--- config.mk ---
export PLATFORM = sky130hd
export DESIGN_NAME = ordered_array_list_engine_top
export DESIGN_NICKNAME = d
export VERILOG_FILES = /design/src/sv/oale_pkg.sv /design/src/sv/oale_ctrl.sv /design/src/sv/oale_datapath.sv /design/src/sv/ordered_array_list_engine_top.sv
export VERILOG_INCLUDE_DIRS = /design/src /design/src/sv
export SDC_FILE = /design/constraint.sdc
export NUM_CORES = 1
export LEC_CHECK = 0
export ABC_AREA = 0
export BUFFER_PORTS_ARGS = -buffer_cell sky130_fd_sc_hd__buf_4
export CORE_UTILIZATION = 40
export CTS_CLUSTER_SIZE = 25
export DETAILED_ROUTE_END_ITERATION = 12
export PLACE_DENSITY = 0.68
export SLEW_MARGIN = 20
export SYNTH_ARGS = -nofsm -noshare
export SYNTH_HDL_FRONTEND = slang
export SYNTH_SLANG_ARGS = --single-unit
--- constraint.sdc ---
create_clock -name clk -period 4.54 [get_ports clk]
set_input_delay 0 -clock clk [delete_from_list [all_inputs] [get_ports clk]]
set_output_delay 0 -clock clk [all_outputs]
set_load 0.05 [all_outputs]
--- src/sv/ordered_array_list_engine_top_assert.svh ---
// Assertion macros for the ordered array list engine top level.
// Needs clk and rst_n in scope at the point of use.
`ifndef ORDERED_ARRAY_LIST_ENGINE_TOP_ASSERT_SVH
`define ORDERED_ARRAY_LIST_ENGINE_TOP_ASSERT_SVH

// same-cycle implication
`define OALE_ASSERT_NOW(label, ante, cons) \
    label: assert property (@(posedge clk) disable iff (!rst_n) (ante) |-> (cons)) \
        else $error("oale: same-cycle check failed");

// next-cycle implication
`define OALE_ASSERT_NEXT(label, ante, cons) \
    label: assert property (@(posedge clk) disable iff (!rst_n) (ante) |=> (cons)) \
        else $error("oale: next-cycle check failed");

`endif

--- src/sv/oale_pkg.sv ---
// Shared types and constants for the ordered array list engine.
// No dependencies.
`timescale 1ns / 1ps

package oale_pkg;

    localparam int DEPTH_DEFAULT = 16;

    localparam logic [2:0] OP_READ   = 3'd0;
    localparam logic [2:0] OP_WRITE  = 3'd1;
    localparam logic [2:0] OP_APPEND = 3'd2;
    localparam logic [2:0] OP_INSERT = 3'd3;
    localparam logic [2:0] OP_REMOVE = 3'd4;

    localparam logic [1:0] ST_OK    = 2'd0;
    localparam logic [1:0] ST_RANGE = 2'd1;
    localparam logic [1:0] ST_FULL  = 2'd2;

    typedef struct packed {
        logic [2:0]         op;
        logic [4:0]         position;
        logic signed [31:0] word_in;
    } req_t;

    typedef struct packed {
        logic signed [31:0] word_out;
        logic [4:0]         element_count;
        logic [1:0]         status;
    } rsp_t;

    typedef struct packed {
        logic load;
        logic exec;
    } cmd_t;

endpackage

--- src/sv/oale_ctrl.sv ---
// Controller for the ordered array list engine: accepts a request beat,
// then runs the execute step in the datapath. Depends on oale_pkg.
`timescale 1ns / 1ps

module oale_ctrl (
    input  logic              clk,
    input  logic              rst_n,
    input  logic              start,
    output logic              busy,
    output oale_pkg::cmd_t    cmd
);

    typedef enum logic [1:0] {
        S_IDLE = 2'b01,
        S_EXEC = 2'b10
    } state_t;

    state_t state_reg;
    state_t state_next;

    always_comb
    begin
        state_next = state_reg;
        cmd.load   = 1'b0;
        cmd.exec   = 1'b0;
        case (state_reg)
            S_IDLE:
            begin
                if (start)
                begin
                    cmd.load   = 1'b1;
                    state_next = S_EXEC;
                end
            end
            S_EXEC:
            begin
                cmd.exec   = 1'b1;
                state_next = S_IDLE;
            end
            default:
            begin
                state_next = S_IDLE;
            end
        endcase
    end

    assign busy = (state_reg != S_IDLE);

    always_ff @(posedge clk or negedge rst_n)
    begin
        if (!rst_n)
        begin
            state_reg <= S_IDLE;
        end
        else
        begin
            state_reg <= state_next;
        end
    end

endmodule

--- src/sv/oale_datapath.sv ---
// Datapath for the ordered array list engine: request register, a row of
// shifting word cells, the element count and the result register.
// Depends on oale_pkg.
`timescale 1ns / 1ps

module oale_datapath #(
    parameter int DEPTH = oale_pkg::DEPTH_DEFAULT
) (
    input  logic              clk,
    input  logic              rst_n,
    input  oale_pkg::cmd_t    cmd,
    input  oale_pkg::req_t    req,
    output logic              done,
    output oale_pkg::rsp_t    rsp
);

    localparam int IW   = $clog2(DEPTH);
    localparam int CW   = $clog2(DEPTH + 1);
    localparam int CMPW = (CW > 5) ? CW : 5;

    oale_pkg::req_t     req_reg;
    oale_pkg::rsp_t     rsp_reg;
    oale_pkg::rsp_t     rsp_next;
    logic               done_reg;
    logic [CW-1:0]      count_reg;
    logic [CW-1:0]      count_next;
    logic signed [31:0] store_reg  [DEPTH];
    logic signed [31:0] store_next [DEPTH];

    logic [CMPW-1:0]    pos_w;
    logic [CMPW-1:0]    cnt_w;
    logic [CMPW-1:0]    ins_w;
    logic [CMPW-1:0]    depth_w;
    logic               do_write;
    logic               do_ins;
    logic               do_rem;
    logic signed [31:0] rd_word;
    logic [1:0]         st;

    always_comb
    begin
        pos_w    = CMPW'(req_reg.position);
        cnt_w    = CMPW'(count_reg);
        depth_w  = CMPW'(DEPTH);
        ins_w    = pos_w;
        do_write = 1'b0;
        do_ins   = 1'b0;
        do_rem   = 1'b0;
        rd_word  = '0;
        st       = oale_pkg::ST_OK;
        case (req_reg.op)
            oale_pkg::OP_READ:
            begin
                if (pos_w < cnt_w)
                    rd_word = store_reg[pos_w[IW-1:0]];
                else
                    st = oale_pkg::ST_RANGE;
            end
            oale_pkg::OP_WRITE:
            begin
                if (pos_w < cnt_w)
                    do_write = 1'b1;
                else
                    st = oale_pkg::ST_RANGE;
            end
            oale_pkg::OP_APPEND:
            begin
                ins_w = cnt_w;
                if (cnt_w >= depth_w)
                    st = oale_pkg::ST_FULL;
                else
                    do_ins = 1'b1;
            end
            oale_pkg::OP_INSERT:
            begin
                if (pos_w > cnt_w)
                    st = oale_pkg::ST_RANGE;
                else if (cnt_w >= depth_w)
                    st = oale_pkg::ST_FULL;
                else
                    do_ins = 1'b1;
            end
            oale_pkg::OP_REMOVE:
            begin
                if (pos_w < cnt_w)
                    do_rem = 1'b1;
                else
                    st = oale_pkg::ST_RANGE;
            end
            default:
            begin
                st = oale_pkg::ST_RANGE;
            end
        endcase

        count_next = count_reg;
        if (do_ins)
            count_next = count_reg + CW'(1);
        else if (do_rem)
            count_next = count_reg - CW'(1);

        rsp_next.word_out      = rd_word;
        rsp_next.element_count = 5'(count_next);
        rsp_next.status        = st;
    end

    // each cell picks from itself, its lower or upper neighbor, or the new word
    for (genvar k = 0; k < DEPTH; k++)
    begin : g_cell
        logic signed [31:0] lower;
        logic signed [31:0] upper;
        if (k > 0)
        begin : g_lo
            assign lower = store_reg[k-1];
        end
        else
        begin : g_lo0
            assign lower = store_reg[k];
        end
        if (k < DEPTH - 1)
        begin : g_up
            assign upper = store_reg[k+1];
        end
        else
        begin : g_upn
            assign upper = store_reg[k];
        end

        always_comb
        begin
            store_next[k] = store_reg[k];
            if (do_write && (CMPW'(k) == pos_w))
                store_next[k] = req_reg.word_in;
            else if (do_ins && (CMPW'(k) == ins_w))
                store_next[k] = req_reg.word_in;
            else if (do_ins && (CMPW'(k) > ins_w))
                store_next[k] = lower;
            else if (do_rem && (CMPW'(k) >= pos_w))
                store_next[k] = upper;
        end
    end

    always_ff @(posedge clk)
    begin
        if (cmd.load)
            req_reg <= req;
        if (cmd.exec)
        begin
            rsp_reg   <= rsp_next;
            store_reg <= store_next;
        end
    end

    always_ff @(posedge clk or negedge rst_n)
    begin
        if (!rst_n)
        begin
            count_reg <= '0;
            done_reg  <= 1'b0;
        end
        else
        begin
            done_reg <= cmd.exec;
            if (cmd.exec)
                count_reg <= count_next;
        end
    end

    assign done = done_reg;
    assign rsp  = rsp_reg;

endmodule

--- src/sv/ordered_array_list_engine_top.sv ---
// Ordered array list engine: bounded list of signed words with read,
// overwrite, append, insert and remove.
// Request channel: req is taken at a rising edge where start is high and
//   busy is low. busy stays high while the controller executes that beat.
// Result channel: done marks rsp for exactly one cycle; the receiver takes
//   it on the edge that ends that cycle and cannot stall it.
// Result path: req is registered at the accepting edge, then rsp and done
//   are registered at the end of the execute cycle. A new request is taken
//   only once the controller is back in idle; every cell that shifts does
//   so in that execute cycle.
// Reset: rst_n (async, active low) empties the list and returns the
//   controller to idle; stored words are not cleared and are never read
//   before they are written.
// Status codes: ok, position out of range, list full. Failed requests
//   change nothing and return zero in word_out.
// Depends on oale_pkg, oale_ctrl, oale_datapath and the assertion header.
`timescale 1ns / 1ps

`include "ordered_array_list_engine_top_assert.svh"

module ordered_array_list_engine_top #(
    parameter int DEPTH = oale_pkg::DEPTH_DEFAULT
) (
    input  logic              clk,
    input  logic              rst_n,
    input  logic              start,
    output logic              busy,
    input  oale_pkg::req_t    req,
    output logic              done,
    output oale_pkg::rsp_t    rsp
);

    oale_pkg::cmd_t cmd;

    oale_ctrl u_ctrl (
        .clk   (clk),
        .rst_n (rst_n),
        .start (start),
        .busy  (busy),
        .cmd   (cmd)
    );

    oale_datapath #(
        .DEPTH (DEPTH)
    ) u_datapath (
        .clk   (clk),
        .rst_n (rst_n),
        .cmd   (cmd),
        .req   (req),
        .done  (done),
        .rsp   (rsp)
    );

    `OALE_ASSERT_NEXT(a_accept_busy, start && !busy, busy)
    `OALE_ASSERT_NOW(a_done_idle, done, !busy)
    `OALE_ASSERT_NOW(a_fail_zero, done && (rsp.status != oale_pkg::ST_OK), rsp.word_out == 32'sd0)
    `OALE_ASSERT_NEXT(a_exec_done, cmd.exec, done)

endmodule

==> results.sh <==
export IMPL_synth_nets=2673
export IMPL_htreeDepth=3
export IMPL_nFillCells=7424
export IMPL_pwr_density_cell_nw_per_um2=345
export IMPL_antenna_cells=0
export IMPL_synth_warning_count=0
export IMPL_grt_max_degree=83
export IMPL_cts_resized=0
export IMPL_min_from="req[27]"
export IMPL_detail_route_iter0_violations=2795
export IMPL_worstMarginPinSlew_ps=1070
export IMPL_die_area_um2=86600
export IMPL_status="completed"
export IMPL_rows=106
export IMPL_multi_input_area_um2=15300
export IMPL_globalplace_congestion=0.904
export IMPL_synthArstFlopShare=0.0134
export IMPL_fin_nets=2726
export IMPL_drv_slew=0
export IMPL_finalHoldWorstSlack_ps=83.9
export IMPL_ant_nets=0
export IMPL_total_leakage_power_nw=12.7
export IMPL_startpoint="u_datapath.cnt_w[4]$_DFFE_PN0P_"
export IMPL_cts_tree="built"
export IMPL_drive_above_1_share=0.256
export IMPL_hold_path_class="primary input to flop"
export IMPL_synth_avg_cell_area_um2=13.0
export IMPL_instances_no_fill=3862
export IMPL_drc=0
export IMPL_syn_cell_area_um2=34200
export IMPL_cap_viol_max_count=0
export IMPL_finalSetupTns_ps=0
export IMPL_finalCritPeriodShare=0.909
export IMPL_slew_headroom=0.287
export IMPL_mostFrequentLayoutCell="edfxtp_1"
export IMPL_yosysTopAreaCellShare=0.519
export IMPL_root_buffer="clkbuf_16"
export IMPL_cp_max_fo=19
export IMPL_clkLatencyLatePin_ps=640
export IMPL_required_ps=4900
export IMPL_holdBufCountCts=43
export IMPL_synth_top_family_by_area="multiplexers"
export IMPL_synth_area_leader_cell="edfxtp_1"
export IMPL_ys_seq_area_frac=0.525
export IMPL_grt_pass1_vias=23400
export IMPL_vias_per_cell=6.02
export IMPL_syn_to_final_growth_pct=13.8
export IMPL_grt_usage=0.237
export IMPL_largest_reg_flops=416
export IMPL_m1WireLength_mm=42.9
export IMPL_port_buffers=83
export IMPL_core_um2=84100
export IMPL_grt_pass1_wl_mm=154
export IMPL_synth_edf_count=591
export IMPL_r2r_start="u_datapath.cnt_w[4]$_DFFE_PN0P_"
export IMPL_wl_mm=103
export IMPL_synth_compound_area_frac=0.0720
export IMPL_fmax_ghz=0.242
export IMPL_dp_cells=3694
export IMPL_numCtsBuffers=69
export IMPL_cp_end_kind="flop"
export IMPL_skew_ps=32.4
export IMPL_via_count=23200
export IMPL_numClockSinks=599
export IMPL_postSynthCellCount=2622
export IMPL_vdd_drop_max_mv=0.287
export IMPL_rsz0062_at_grt="false"
export IMPL_min_period_ps=4120
export IMPL_start_util=0.407
export IMPL_synth_fa_ha_area_frac=0.00293
export IMPL_crit_type="flop to flop"
export IMPL_synth_seq_cells=599
export IMPL_crit_path_start_kind="flop"
export IMPL_fp_dieW_um=294
export IMPL_synth_cell_type_count=70
export IMPL_highest_layer="met4"
export IMPL_synthTopCellsByArea="edfxtp_1, mux2i_1, mux4_2"
export IMPL_dr_wl_met3_mm=7.34
export IMPL_yosys_area_share_simple=0.0716
export IMPL_ios=84
export IMPL_wl_per_cell_um=26.7
export IMPL_clk_pin_slew_ps=60
export IMPL_met2WireLength_mm=49.7
export IMPL_r2r_slack_ps=420
export IMPL_synth_xor_area_frac=0.00154
export IMPL_dp_hpwl_mm=63.2
export IMPL_dr_pass1_iters=5
export IMPL_synthFlopType="edfxtp_1"
export IMPL_layout_common_cells="edfxtp_1, nand2_1, mux2i_1"
export IMPL_setup_viol=0
export IMPL_die_h_um=294
export IMPL_cp_arrival_ps=4490
export IMPL_post_cts_buffers=0
export IMPL_overflow=0
export IMPL_antenna_found_initial=0
export IMPL_clockBufferDepth=3
export IMPL_synth_mux_area_frac=0.289
export IMPL_seq_area_um2=17900
export IMPL_hold_viol=0
synthesized netlist by cell type (11+ instances only):
| cell type | instances |
|---|---|
| a21oi_1 | 11 |
| buf_1 | 12 |
| buf_2 | 59 |
| buf_4 | 20 |
| buf_6 | 25 |
| clkbuf_1 | 119 |
| edfxtp_1 | 591 |
| inv_1 | 15 |
| mux2_2 | 169 |
| mux2_4 | 29 |
| mux2i_1 | 392 |
| mux4_2 | 160 |
| nand2_1 | 415 |
| nand3_1 | 13 |
| nor2_1 | 23 |
| nor2b_1 | 34 |
| o21ai_0 | 267 |
| o21ai_1 | 125 |
power breakdown:
part	internal (mW)	total, mW	switching (mW)
combinational	0.624	1.51	0.886
clock	3.21	5.58	2.37
sequential	6.15	6.32	0.167
layer usage:
| metal | vias up | GRT usage |
|---|---|---|
| met3 | 174 | 0.0382 |
| met5 | - | 0 |
| met4 | 0 | 0.0791 |
| li1 | 10100 | - |
| met2 | 1123 | 0.390 |
| met1 | 11800 | 0.318 |
per-stage QoR:
| step | worst slack [ps] | util | instance area [um2] | total power, mW |
|---|---|---|---|---|
| floorplan | 27.1 | - | 34200 | 7.41 |
| global placement | 583 | 0.431 | 36200 | 7.88 |
| detailed placement | 522 | 0.431 | 36200 | 7.90 |
| CTS | 511 | 0.462 | 38900 | 13.5 |
| global route | 270 | 0.463 | 38900 | 13.8 |
| finish | 415 | 0.463 | 38900 | 13.4 |
kinds of logic (layout without fill, tap and decap cells):
group	count (synthesis)	count (layout)
simple gates	551	551
xor+xnor	6	6
compound gates	455	455
flops	599	599
fa+ha+maj	8	8
mux	751	751
buf+inv	252	358
final timing paths:
check | depth (start not counted) | to
max in group asynchronous | 3 | u_ctrl.state_reg[0]$_DFFE_PN1P_
worst max register to register | 9 | u_datapath.g_cell[6].upper[2]$_DFFE_PP_
min in group asynchronous | 3 | u_ctrl.state_reg[1]$_DFFE_PN0P_
worst min-delay path | 2 | u_datapath.req_reg[27]$_DFFE_PP_
worst min register to register | 1 | u_datapath.g_cell[14].upper[21]$_DFFE_PP_
worst max-delay path | 9 | u_datapath.g_cell[6].upper[2]$_DFFE_PP_
critical path, cell delays in order (launching register included):
cell	delay [ps]
dfrtp_1	610
inv_1	160
ha_1	380
nand3_1	110
o21bai_2	280
a21oi_4	530
nor2_1	250
a31oi_4	870
buf_12	270
mux2_2	350
area by class of cell:
cell class / count / share of cell area
flip-flops and latches: 599 / 0.461
clock inverters: 41 / 0.0103
inverters: 15 / 0.00145
well taps: 1134 / 0.0365
clock buffers: 83 / 0.0474
repair buffers: 219 / 0.0486
multi-input cells: 1771 / 0.395
No activity file was read; power rests on OpenSTA's default activity.
